**config.mk**
```make
export PLATFORM = sky130hd
export DESIGN_NAME = air_time_moving_average_unit
export DESIGN_NICKNAME = d
export VERILOG_FILES = /design/src/rtl/atma_pkg.sv /design/src/rtl/atma_divider.sv /design/src/rtl/atma_ring.sv /design/src/rtl/air_time_moving_average_unit.sv
export SDC_FILE = /design/constraint.sdc
export NUM_CORES = 1
export LEC_CHECK = 0
export ABC_AREA = 1
export BUFFER_PORTS_ARGS = -buffer_cell sky130_fd_sc_hd__buf_4
export CAP_MARGIN = 20
export CORE_MARGIN = 1.5
export CORE_UTILIZATION = 45
export CTS_CLUSTER_SIZE = 20
export DETAILED_ROUTE_END_ITERATION = 7
export HOLD_SLACK_MARGIN = 0.02
export PLACE_DENSITY = 0.61
export SLEW_MARGIN = 30
export SYNTH_ARGS = -nofsm -noshare
export SYNTH_HDL_FRONTEND = slang
export SYNTH_SLANG_ARGS = --single-unit
```
**constraint.sdc**
```tcl
create_clock -name clk -period 8.55 [get_ports clk]
set_input_delay 0.4275 -clock clk [delete_from_list [all_inputs] [get_ports clk]]
set_output_delay 0.4275 -clock clk [all_outputs]
set_load 0.01 [all_outputs]
```
**src/rtl/atma_pkg.sv**
```systemverilog
`default_nettype none

package atma_pkg;

  localparam int DEPTH          = 10;
  localparam int AIR_TIME_W     = 32;
  localparam int SAMPLE_COUNT_W = 4;
  localparam int CNT_W          = $clog2(DEPTH + 1);
  localparam int POS_W          = (DEPTH > 1) ? $clog2(DEPTH) : 1;
  localparam int TOTAL_W        = AIR_TIME_W + $clog2(DEPTH + 1);
  localparam int STEP_W         = $clog2(TOTAL_W);

  typedef enum logic [2:0] {
    S_IDLE,
    S_READ,
    S_SUB,
    S_ADD,
    S_START,
    S_DIVIDE,
    S_HOLD
  } state_t;

  typedef struct packed {
    logic read;
    logic write;
  } ring_ctl_t;

endpackage

`default_nettype wire

```
**src/rtl/atma_divider.sv**
```systemverilog
`default_nettype none

module atma_divider
  import atma_pkg::*;
(
  input  logic               clk,
  input  logic               rst,
  input  logic               start,
  input  logic [TOTAL_W-1:0] dividend,
  input  logic [CNT_W-1:0]   divisor,
  output logic               done,
  output logic [TOTAL_W-1:0] quotient
);

  logic               busy;
  logic [STEP_W-1:0]  step_count;
  logic [TOTAL_W-1:0] quo;
  logic [CNT_W-1:0]   rem;
  logic [CNT_W-1:0]   dvs;

  logic [CNT_W:0]     rem_shift;
  logic [CNT_W:0]     diff;
  logic               fits;
  logic [CNT_W-1:0]   rem_next;
  logic [TOTAL_W-1:0] quo_next;

  always_comb begin
    rem_shift = {rem, quo[TOTAL_W-1]};
    diff      = rem_shift - {1'b0, dvs};
    fits      = (rem_shift >= {1'b0, dvs});
    rem_next  = fits ? diff[CNT_W-1:0] : rem_shift[CNT_W-1:0];
    quo_next  = {quo[TOTAL_W-2:0], fits};
  end

  always_ff @(posedge clk) begin
    if (rst) begin
      busy       <= 1'b0;
      done       <= 1'b0;
      step_count <= '0;
    end else begin
      done <= 1'b0;
      if (start) begin
        busy       <= 1'b1;
        step_count <= '0;
      end else if (busy) begin
        step_count <= step_count + STEP_W'(1);
        if (step_count == STEP_W'(TOTAL_W - 1)) begin
          busy <= 1'b0;
          done <= 1'b1;
        end
      end
    end
  end

  always_ff @(posedge clk) begin
    if (start) begin
      quo <= dividend;
      rem <= '0;
      dvs <= divisor;
    end else if (busy) begin
      quo <= quo_next;
      rem <= rem_next;
    end
  end

  assign quotient = quo;

endmodule

`default_nettype wire

```
**src/rtl/atma_ring.sv**
```systemverilog
`default_nettype none

module atma_ring
  import atma_pkg::*;
(
  input  logic                  clk,
  input  logic                  rst,
  input  ring_ctl_t             ctl,
  input  logic [AIR_TIME_W-1:0] wr_data,
  output logic [AIR_TIME_W-1:0] old_sample,
  output logic [CNT_W-1:0]      count
);

  logic [AIR_TIME_W-1:0] mem [DEPTH];
  logic [AIR_TIME_W-1:0] rd_data;
  logic                  old_valid;
  logic [POS_W-1:0]      pos;

  // Slots fill in order from reset, so the slot being replaced holds a
  // sample only once the ring is full; before that it reads as zero.
  always_ff @(posedge clk) begin
    if (ctl.read) begin
      rd_data   <= mem[pos];
      old_valid <= (count == CNT_W'(DEPTH));
    end
    if (ctl.write) begin
      mem[pos] <= wr_data;
    end
  end

  always_ff @(posedge clk) begin
    if (rst) begin
      pos   <= '0;
      count <= '0;
    end else if (ctl.write) begin
      pos <= (pos == POS_W'(DEPTH - 1)) ? '0 : pos + POS_W'(1);
      if (count != CNT_W'(DEPTH)) begin
        count <= count + CNT_W'(1);
      end
    end
  end

  assign old_sample = old_valid ? rd_data : '0;

endmodule

`default_nettype wire

```
**src/rtl/air_time_moving_average_unit.sv**
```systemverilog
`default_nettype none

// Moving average of transmit air time. Each item carries one air-time sample;
// it replaces the oldest of the last ten samples and the unit returns the
// truncated mean of the samples held together with how many are held
// (one to ten). The mean is formed by a bit-serial divider that produces one
// quotient bit per cycle over the 36-bit running total. The unit takes one
// item at a time and is ready again once the previous result has moved
// into the output register.
module air_time_moving_average_unit
  import atma_pkg::*;
(
  input  logic                      clk,
  input  logic                      rst,
  input  logic                      sample_valid,
  output logic                      sample_ready,
  input  logic [AIR_TIME_W-1:0]     air_time,
  output logic                      result_valid,
  input  logic                      result_ready,
  output logic [AIR_TIME_W-1:0]     average_air_time,
  output logic [SAMPLE_COUNT_W-1:0] sample_count
);

  state_t state;
  state_t state_next;

  logic [AIR_TIME_W-1:0] sample;
  logic [TOTAL_W-1:0]    total;
  logic [TOTAL_W-1:0]    total_next;
  logic [TOTAL_W-1:0]    operand;

  logic [AIR_TIME_W-1:0] old_sample;
  logic [CNT_W-1:0]      count;
  logic                  div_done;
  logic [TOTAL_W-1:0]    quotient;

  ring_ctl_t ring_ctl;
  logic      acc_en;
  logic      acc_sub;
  logic      div_start;
  logic      out_load;
  logic      accept;

  assign accept = sample_valid && sample_ready;

  always_comb begin
    state_next = state;
    case (state)
      S_IDLE:   if (sample_valid) state_next = S_READ;
      S_READ:   state_next = S_SUB;
      S_SUB:    state_next = S_ADD;
      S_ADD:    state_next = S_START;
      S_START:  state_next = S_DIVIDE;
      S_DIVIDE: if (div_done) state_next = S_HOLD;
      S_HOLD:   if (!result_valid || result_ready) state_next = S_IDLE;
      default:  state_next = S_IDLE;
    endcase
  end

  always_comb begin
    sample_ready   = 1'b0;
    ring_ctl.read  = 1'b0;
    ring_ctl.write = 1'b0;
    acc_en         = 1'b0;
    acc_sub        = 1'b0;
    div_start      = 1'b0;
    out_load       = 1'b0;
    case (state)
      S_IDLE:   sample_ready = 1'b1;
      S_READ:   ring_ctl.read = 1'b1;
      S_SUB: begin
        acc_en  = 1'b1;
        acc_sub = 1'b1;
      end
      S_ADD: begin
        acc_en         = 1'b1;
        ring_ctl.write = 1'b1;
      end
      S_START:  div_start = 1'b1;
      S_DIVIDE: ;
      S_HOLD:   out_load = !result_valid || result_ready;
      default:  ;
    endcase
  end

  always_ff @(posedge clk) begin
    if (rst) begin
      state <= S_IDLE;
    end else begin
      state <= state_next;
    end
  end

  // One adder serves both steps of the total update.
  always_comb begin
    operand    = acc_sub ? ~{{(TOTAL_W - AIR_TIME_W){1'b0}}, old_sample}
                         : {{(TOTAL_W - AIR_TIME_W){1'b0}}, sample};
    total_next = total + operand + TOTAL_W'(acc_sub);
  end

  always_ff @(posedge clk) begin
    if (rst) begin
      total <= '0;
    end else if (acc_en) begin
      total <= total_next;
    end
  end

  always_ff @(posedge clk) begin
    if (accept) begin
      sample <= air_time;
    end
  end

  atma_ring u_ring (
    .clk        (clk),
    .rst        (rst),
    .ctl        (ring_ctl),
    .wr_data    (sample),
    .old_sample (old_sample),
    .count      (count)
  );

  atma_divider u_divider (
    .clk      (clk),
    .rst      (rst),
    .start    (div_start),
    .dividend (total),
    .divisor  (count),
    .done     (div_done),
    .quotient (quotient)
  );

  always_ff @(posedge clk) begin
    if (rst) begin
      result_valid <= 1'b0;
    end else if (out_load) begin
      result_valid <= 1'b1;
    end else if (result_ready) begin
      result_valid <= 1'b0;
    end
  end

  always_ff @(posedge clk) begin
    if (out_load) begin
      average_air_time <= quotient[AIR_TIME_W-1:0];
      sample_count     <= SAMPLE_COUNT_W'(count);
    end
  end

endmodule

`default_nettype wire

```
---- Yosys cells after proc, flatten, opt, wreduce, memory -nomap -nowiden ----
Memory sizes are Yosys's and may differ from the RTL's. A register that Yosys moved wholly into a read port is not among the register bits.
Index checks and enable logic that the tools add are counted.
W data, S select, Z words.
word-level totals
  word-level logic and storage cells ...... 74
  memories kept ........................... 1
  output and inout port bits .............. 38
  input bits .............................. 36
  register bits ........................... 169
  RAM bits ................................ 320
memory list
  memory      words  width  rd ports  clocked after Yosys merged registers in  wr ports  RTL line         text
  u_ring.mem  10     32     1         1                                        1         atma_ring.sv:14  logic [AIR_TIME_W-1:0] mem [DEPTH];
operators by class
  multiplexer cells ....................... 25
  equality and inequality tests ........... 13
  add/subtract/negate cells ............... 6
  reduce and logical (&&, ||, !) cells .... 11
  bitwise gates (word level) .............. 2
  magnitude comparators ................... 1
operator list
  kind                   count
  $mux W36               3
  $add A36 B1 Y36        1
  $add A36 B36 Y36       1
  $not A32 Y36           1
  $mux W32               1
  $pmux W3 S7            1
  $mux W1                15
  $eq A3 B3 Y1 const B   3
  $mux W3                3
  $add A4 B1 Y4 const B  2
  $eq A4 B4 Y1 const B   2
  $mux W4                2
  $add A6 B1 Y6 const B  1
  $eq A3 B2 Y1 const B   2
  $eq A6 B6 Y1 const B   1
  $ge A5 B4 Y1           1
  $ne A2 B2 Y1 const B   2
  $ne A4 B4 Y1 const B   1
  $reduce_bool A2 Y1     2
  $reduce_or A2 Y1       2
  $sub A4 B4 Y4          1
  $eq A3 B1 Y1 const B   1
  $logic_not A3 Y1       1
  $reduce_and A3 Y1      1
  other kinds (7)        7

---- Longest topological paths before layout ----
Gate-level depths: netlist of the first run.
  depth in word-level cells ............... 5
  mapped depth ............................ 24

---- Cells and area by module ----
Synthesis of the first run repeated with hierarchy kept, for this count alone.
second synthesis, totals
  cell total of the unflattened synthesis .. 2,422
  area total of the unflattened synthesis .. 23,336.1 um2
by module, submodules not included
  module                        cells an instance  area each (um2)  times used
  atma_ring                     1,318              14,561.5         1
  air_time_moving_average_unit  855                6,402.4          1
  atma_divider                  249                2,372.3          1

---- Worst setup path after synthesis of the first run ----
Ideal clock, no wire load.
  path type ............................... reg-to-reg
  from .................................... register u_ring.pos[0]
  to ...................................... memory u_ring.mem[8][0], enable pin
  period minus slack after synthesis ...... 4,535 ps
  slack ................................... 4,015 ps
  arrival ................................. 4,033 ps
  setup time .............................. 501 ps
  cell stages (with the launch flop) ...... 7
  path through ............................ dfxtp_1 > buf_4 > nor2_1 > buf_6 > buf_4 > inv_1 > nor4_1
RTL lines
  what                    RTL line         text
  from (decl)             atma_ring.sv:17  logic [POS_W-1:0] pos;
  from (signal assigned)  atma_ring.sv:36  pos <= (pos == POS_W'(DEPTH - 1)) ? '0 : pos + POS_W'(1);
  to (decl)               atma_ring.sv:14
Straight into the memory's write port.

---- Final worst setup path of the first run ----
  from .................................... register state[2]
  to ...................................... register total[31]
between the ends
  word-level cells in the longest chain between the ends .. 5
RTL lines
  what                    RTL line                             text
  from (decl)             air_time_moving_average_unit.sv:24   state_t state;
  from (signal assigned)  air_time_moving_average_unit.sv:90   state <= state_next;
  $eq A3 B2 Y1            air_time_moving_average_unit.sv:68   case (state)
  $mux W1                 air_time_moving_average_unit.sv:68
  $mux W36                air_time_moving_average_unit.sv:96   operand = acc_sub ? ~{{(TOTAL_W - AIR_TIME_W){1'b0}}, old_sample}
  $add A36 B36 Y36        air_time_moving_average_unit.sv:98   total_next = total + operand + TOTAL_W'(acc_sub);
  $add A36 B1 Y36         air_time_moving_average_unit.sv:98
  to (signal assigned)    air_time_moving_average_unit.sv:105  total <= total_next;
  to (decl)               air_time_moving_average_unit.sv:28   logic [TOTAL_W-1:0] total;
Several ways; a longest one is shown, not always the timed one.
A chain may end at the register's enable or synchronous reset.

==> results of run 1 <==
flip-flops by register name, indices dropped and copies added (netlist names):
| signal | flops |
|---|---|
| u_ring.count | 4 |
| result_valid | 1 |
| average_air_time | 32 |
| u_divider.step_count | 6 |
| u_ring.old_valid | 1 |
| u_divider.quotient | 36 |
| u_divider.done | 1 |
| u_divider.dvs | 4 |
| sample | 32 |
| u_divider.busy | 1 |
| u_ring.mem | 320 |
| u_ring.pos | 4 |
| u_ring.rd_data | 32 |
| sample_count | 4 |
| total | 36 |
| u_divider.rem | 4 |
| state | 3 |
final cells by class:
| type | instances | area (um2) | share of cell area, % |
|---|---|---|---|
| clock inverter | 38 | 389 | 1.52 |
| multi-input combinational | 1154 | 6010 | 23.5 |
| timing repair buffer | 132 | 1070 | 4.19 |
| inverter | 222 | 833 | 3.26 |
| sequential | 521 | 15000 | 58.9 |
| clock buffer | 61 | 1360 | 5.31 |
| tap | 664 | 831 | 3.25 |
metal layers:
metal	vias up	global-route usage (%)	share of wire [%]
li1	7175	-	-
met1	7175	29.8	45
met2	419	36.3	48
met3	75	3.73	5.5
met4	0	5.82	2.1
met5	-	0	0
power by group through the flow:
stage,Combinational (mW),Sequential (mW),Clock (mW)
global route,0.611,2.94,2.45
global placement,0.522,2.98,0
detailed placement,0.526,2.98,0
CTS,0.538,2.93,2.36
finish,0.536,2.93,2.32
floorplan,0.370,2.95,0
timing repair:
action                    CTS  global route
hold endpoints to repair   32             0
hold buffers               32             0
setup buffers               0             0
logic make-up after synthesis:
family          Yosys count  share of synthesized area, %
buf+inv                 305                          5.56
xor+xnor                  9                         0.355
fa+ha+maj                44                          2.58
flops                   521                          67.8
simple gates            771                          14.9
compound gates          330                          8.80
metrics by stage:
| stage | hold WS [ns] | power (mW) |
|---|---|---|
| floorplan | 0.419 | 3.32 |
| global route | 0.164 | 6.00 |
| global placement | 0.436 | 3.50 |
| CTS | 0.127 | 5.83 |
| detailed placement | 0.435 | 3.51 |
| finish | 0.162 | 5.79 |
layout by cell type (no fill, tap or decap), drive strengths merged:
master,n
xor2,6
nor2,165
nand4,6
a31o,2
a22oi,64
o21bai,4
and3,2
xnor2,3
dlygate4sd3,32
edfxtp,461
or3,32
or2,1
clkinvlp,6
nor3,51
nand3b,1
a32o,1
buf,100
nor3b,2
nand2,354
clkbuf,61
o211ai,9
nor4,2
and2,1
dfxtp,60
bufinv,6
a21o,2
nand3,154
inv,221
ha,41
clkinv,27
fa,3
a211oi,2
a31oi,65
o2111ai,1
o21ai,103
a21oi,77
worst reg2reg max path: cells and delay by family, from the launching register on:
kind / cells / cell delay [ns]
fa+ha+maj: 1 / 0.46
flops: 1 / 0.40
simple gates: 14 / 2.25
buf+inv: 5 / 1.52
compound gates: 1 / 0.10
path summary, 6_finish.rpt:
check,endpoint,slack (ns)
setup / recovery,total[31],3.72
hold / removal,result_valid,0.16
setup reg to reg,total[31],3.72
hold reg to reg,average_air_time[21],0.45
==> impl_metrics.py, run 1 <==
metrics = {
    "routing": {
        "post_drt_wl_per_cell_um": 19.5,
        "drc": 0,
        "via_per_inst": 5.32,
        "wirelength_um": 54600,
        "drtIter0Drc": 1196,
        "ant_nets": 0,
        "dr.pass1.iters": 5,
        "via_count": 14844,
    },
    "run_status": {
        "status": "completed",
    },
    "clock_network": {
        "htree_levels": 2,
        "numCtsBuffers": 53,
        "clock_sinks": 521,
        "clk_path_buf_depth": 3,
        "cts_tree": "built",
        "cts_resized": 0,
        "clkTransAtPathRegs_ns": 0.06,
        "clk_latency_ns": 0.63,
        "cts-root-buf": "clkbuf_16",
    },
    "power": {
        "seqPwrFrac_pct": 50.6,
        "p_sw_mw": 1.43,
        "clock_power_share_pct": 40.1,
        "ir_drop_mv": 0.178,
        "p_int_mw": 4.36,
        "p_comb_share_pct": 9.3,
        "leakagePower_nw": 9.53,
        "power_density_nw_per_um2": 227,
        "switching_share_pct": 24.7,
    },
    "worst_setup_path": {
        "path_delay_family": "simple AND/OR/NAND/NOR gates",
        "worstPathMaxFanout": 49,
        "setup.worst_path.start": "state[2]",
        "cp.depth": 21,
        "r2r_start": "state[2]",
        "crit_type": "flip-flop to flip-flop",
        "worstPathArrival_ns": 5.35,
        "path_common_cell": "nand2_1",
        "ff2ff_path_depth": 21,
        "worst-path-buf-inv": 5,
        "worstPathCellList": "nor2_2 > buf_4 > inv_2 > nor2_4 > buf_4 > nand3_1 > o21ai_1 > inv_1 > fa_1 > nand3_1 > nand3_1 > nand2_1 > nand3_1 > nand2_1 > nand2_1 > nand2_1 > nand2_1 > nand2_1 > nand3_1 > nand2_1 > inv_1",
        "worstPathRequired_ns": 9.07,
        "cp-start-kind": "flip-flop",
        "critPathMaxStageDelay_ns": 0.55,
        "cp-end-kind": "flip-flop",
        "cp_slowest_cell": "nor2_4",
    },
    "global_route": {
        "gr-total-overflow": 0,
        "grt_max_degree": 79,
        "grt_antenna_before_repair": 0,
        "grt_pass1_wl_um": 83500,
        "grt_use_total_pct": 21.9,
        "first_global_vias": 14315,
    },
    "placed_design": {
        "dp.cells": 2661,
        "io_buffers": 73,
        "place.gp.congestion": 0.858,
        "postPlaceCellArea_um2": 23500,
        "dp_hpwl_um": 33000,
        "detailedPlace.worstSlack_ns": 3.77,
    },
    "synth": {
        "synth_most_common_cell": "edfxtp_1",
        "synth-edff-count": 461,
        "postSynthNetCount": 2060,
        "synth_warnings": 0,
        "syn_area_per_cell_um2": 11.2,
        "synth_top_area_share_pct": 62.4,
        "ys_top_cells_by_area": "edfxtp_1 (62%), nand2_1 (6.0%), dfxtp_1 (5.4%)",
        "syn_area_um2": 22200,
        "postSynthCellCount": 1980,
        "ys.flop_type": "edfxtp_1",
        "synth.top_cells.by_count": "edfxtp_1 (461), nand2_1 (354), inv_1 (212), nor2_1 (159), nand3_1 (154)",
        "yosys.area.top_type": "edfxtp_1",
        "ys_ff_latch": 521,
        "synthArstFlopShare_pct": 0,
        "ys_seq_area_share_pct": 67.8,
        "yosysUniqueCellTypes": 42,
    },
    "timing": {
        "finalSetupViolCount": 0,
        "clock_skew_ns": 0.0259,
        "layout_min_cycle_time_ns": 4.83,
        "slew_headroom_pct": 34.0,
        "fmax_mhz": 207,
        "drv_slew": 0,
        "tns_ns": 0,
        "period_share_pct": 56.5,
        "worst_pin_slew_ns": 0.990,
        "fin_ws_ns": 3.72,
        "rsz0062_at_grt": "false",
        "hold_viol": 0,
    },
    "run": {
        "maxCapViolCount": 0,
    },
    "floorplan": {
        "start_util_pct": 45.5,
        "fp.dieH_um": 225,
        "dieWidth_um": 225,
        "fp.dieArea_um2": 50600,
        "io_pins": 74,
        "core_um2": 48700,
        "rows": 81,
    },
    "min_path": {
        "hp-class": "primary input to flip-flop",
        "hold_depth": 4,
        "min-delay-start": "result_ready",
    },
    "finish": {
        "nNetsFinal": 2164,
        "final_cells": 2792,
        "finalInstanceArea_um2": 25500,
        "area_growth_pct": 15.1,
        "finalCoreUtilization_pct": 52.4,
        "n_antenna_cell": 0,
        "drive_above_1_share_pct": 9.82,
        "fillers": 4280,
    },
}
Power figures use the tool's default switching activity.
==> inputs of run 2 (changes only) <==
ABC_AREA = 0   (was 1)
clock period = 4.65 ns   (was 8.55 ns; I/O delays follow)
==> run 2 against run 1 <==
Effect of this change:
- clock-buffer cell count rose by 3
- non-clock buffer count did not move
- area after synthesis fell by 2.4%
- critical path depth fell by 7
- synthesized cell count fell by 29%
- clock power rose by 79%
- clock skew fell by 0.0077 ns
- sequential power rose by 88%
- die area fell by 2.4%
- hold slack got worse by 0.11 ns
- largest cell class unchanged
- cell area fell by 1.8%
==> impl_metrics.py, run 2 <==
metrics = {
    "worst_setup_path": {
        "r2r_start": "state[1]",
        "worstPathArrival_ns": 4.61,
        "worstPathRequired_ns": 5.14,
        "cp-start-kind": "flip-flop",
        "crit_type": "flip-flop to flip-flop",
        "path_common_cell": "nor2_1",
        "cp_slowest_cell": "dfxtp_1",
        "worst-path-buf-inv": 1,
        "path_delay_family": "compound AO/OA/AOI/OAI gates",
        "reg2reg_to": "total[34]",
        "critPathMaxStageDelay_ns": 0.50,
        "worstPathCellList": "nand2b_1 > nor2_4 > buf_4 > nor2_1 > a31oi_1 > fa_1 > a211oi_1 > nor2_1 > o2bb2ai_1 > o31a_1 > o21a_1 > o21ai_0 > a21oi_1 > a311o_1",
        "worstPathMaxFanout": 36,
        "cp-end-kind": "flip-flop",
        "ff2ff_path_depth": 14,
        "setup.worst_path.start": "state[1]",
        "regToRegSetupSlack_ns": 0.54,
    },
    "synth": {
        "ys_ff_latch": 521,
        "yosys.area.top_type": "edfxtp_1",
        "synth_most_common_cell": "edfxtp_1",
        "synth_top_area_share_pct": 64.0,
        "postSynthNetCount": 1483,
        "synth-edff-count": 461,
        "synth_warnings": 0,
        "syn_area_per_cell_um2": 15.4,
        "synth.top_cells.by_count": "edfxtp_1 (461), a21oi_1 (101), nor2_1 (87), nand2_1 (80), mux4_2 (64)",
        "ys.flop_type": "edfxtp_1",
        "syn_area_um2": 21600,
        "ys_seq_area_share_pct": 69.5,
        "postSynthCellCount": 1403,
        "synthArstFlopShare_pct": 0,
        "yosysUniqueCellTypes": 64,
        "ys_top_cells_by_area": "edfxtp_1 (64%), mux4_2 (6.7%), dfxtp_1 (5.6%)",
    },
    "power": {
        "leakagePower_nw": 8.31,
        "power_density_nw_per_um2": 436,
        "ir_drop_mv": 0.262,
    },
    "global_route": {
        "grt_antenna_before_repair": 0,
        "grt_pass1_wl_um": 70800,
        "first_global_vias": 12223,
        "grt_use_total_pct": 18.6,
        "grt_max_degree": 60,
        "gr-total-overflow": 0,
    },
    "clock_network": {
        "htree_levels": 2,
        "clk_path_buf_depth": 3,
        "clkTransAtPathRegs_ns": 0.06,
        "cts_tree": "built",
        "numCtsBuffers": 53,
        "cts-root-buf": "clkbuf_16",
        "cts_setup_buffers": 0,
        "clk_latency_ns": 0.60,
        "clock_sinks": 521,
    },
    "routing": {
        "drtIter0Drc": 941,
        "via_per_inst": 5.54,
        "ant_nets": 0,
        "dr.pass1.iters": 5,
        "wirelength_um": 45200,
        "via_count": 12044,
        "drc": 0,
        "post_drt_wl_per_cell_um": 20.8,
    },
    "floorplan": {
        "io_pins": 74,
        "rows": 80,
        "core_um2": 47500,
        "fp.dieH_um": 222,
        "dieWidth_um": 222,
        "fp.dieArea_um2": 49400,
        "start_util_pct": 45.5,
    },
    "finish": {
        "drive_above_1_share_pct": 19.4,
        "area_growth_pct": 15.8,
        "finalCoreUtilization_pct": 52.7,
        "fillers": 3835,
        "final_cell_mix": "edfxtp_1 (461), a21oi_1 (101), buf_4 (94)",
        "layout_commonest_cell": "edfxtp_1",
        "regMostFlops": "u_ring.mem",
        "largest_reg_flops": 320,
        "n_antenna_cell": 0,
        "nNetsFinal": 1594,
    },
    "timing": {
        "clock_skew_ns": 0.0182,
        "fmax_mhz": 243,
        "period_share_pct": 88.5,
        "slew_headroom_pct": 44.5,
        "layout_min_cycle_time_ns": 4.11,
        "worst_pin_slew_ns": 0.833,
        "finalSetupViolCount": 0,
        "tns_ns": 0,
        "rsz0062_at_grt": "false",
        "hold_viol": 0,
        "drv_slew": 0,
    },
    "min_path": {
        "min_to": "result_valid",
        "min-delay-start": "result_ready",
        "hold_depth": 3,
        "hp-class": "primary input to flip-flop",
    },
    "placed_design": {
        "io_buffers": 73,
        "place.gp.congestion": 0.839,
        "dp_hpwl_um": 27100,
    },
    "run_status": {
        "status": "completed",
    },
    "run": {
        "maxCapViolCount": 0,
    },
}
[run 2: cell types whose count changed after synthesis, sizes merged, moves of 63 or more]
cell and delta:
nand2 -274, inv -196, nand3 -135, nor2 -78, o21ai -72, mux4 +64
a22oi -63
[run 2: layout make-up]
cell class	count	area (um2)	area share [%]
timing repair buffer	132	1150	4.57
clock buffer	64	1370	5.45
clock inverter	35	330	1.32
sequential	521	15100	60.0
multi-input combinational	783	6320	25.2
inverter	23	86.3	0.344
tap	615	769	3.07
[run 2: routing by layer]
metal	up-vias	GRT usage, %	part of all wire (%)
met3	75	2.76	5.0
met5	-	0	0
met4	0	6.19	2.5
met2	277	29.7	46
met1	5992	26.2	46
li1	5700	-	-
[run 2: worst max-delay path by stage]
stage / to / depth (start not counted)
finish: total[34] / 14
global route: total[34] / 14
CTS: total[34] / 14
detailed placement: total[34] / 14
global placement: total[20] / 13
floorplan: total[20] / 17
[run 2: worst min-delay path: cells and delay by family]
kind | cells | cell delay (ns)
compound gates | 1 | 0.09
simple gates | 1 | 0.21
buf+inv | 1 | 0.07
[run 2: metrics by stage]
| stage | hold slack [ns] | total power, mW | setup slack (ns) | area, um2 | instances |
|---|---|---|---|---|---|
| 2_1_floorplan | 0.331 | 6.46 | 0.384 | 21600 | 1403 |
| 3_3_place_gp | 0.410 | 6.84 | 0.695 | 23000 | 2037 |
| 3_5_place_dp | 0.412 | 6.86 | 0.524 | 23000 | 2039 |
| 4_1_cts | 0.0333 | 11.1 | 0.518 | 25000 | 2171 |
| 5_1_grt | 0.0574 | 11.4 | 0.247 | 25100 | 2173 |
| 6_report | 0.0529 | 10.9 | 0.536 | 25100 | 2173 |
[run 2: timing repair]
action,4_1_cts,5_1_grt
resized for setup,0,0
endpoints found under the hold margin,33,0
hold buffers,33,0
[run 2: report_power, final]
group	internal, mW	switching, mW
Combinational	0.526	0.756
Sequential	5.31	0.194
Clock	2.38	1.78
Total	8.21	2.73
[run 2: logic make-up after synthesis]
group / count (synthesis) / synth area share, %
adders and majority gates: 44 / 2.65
xor gates and xnor gates: 31 / 1.25
buffers and inverters: 99 / 1.76
AOI/OAI and AO/OA: 278 / 8.16
DFF: 521 / 69.5
and+or+nand+nor: 295 / 6.51
muxes: 135 / 10.1
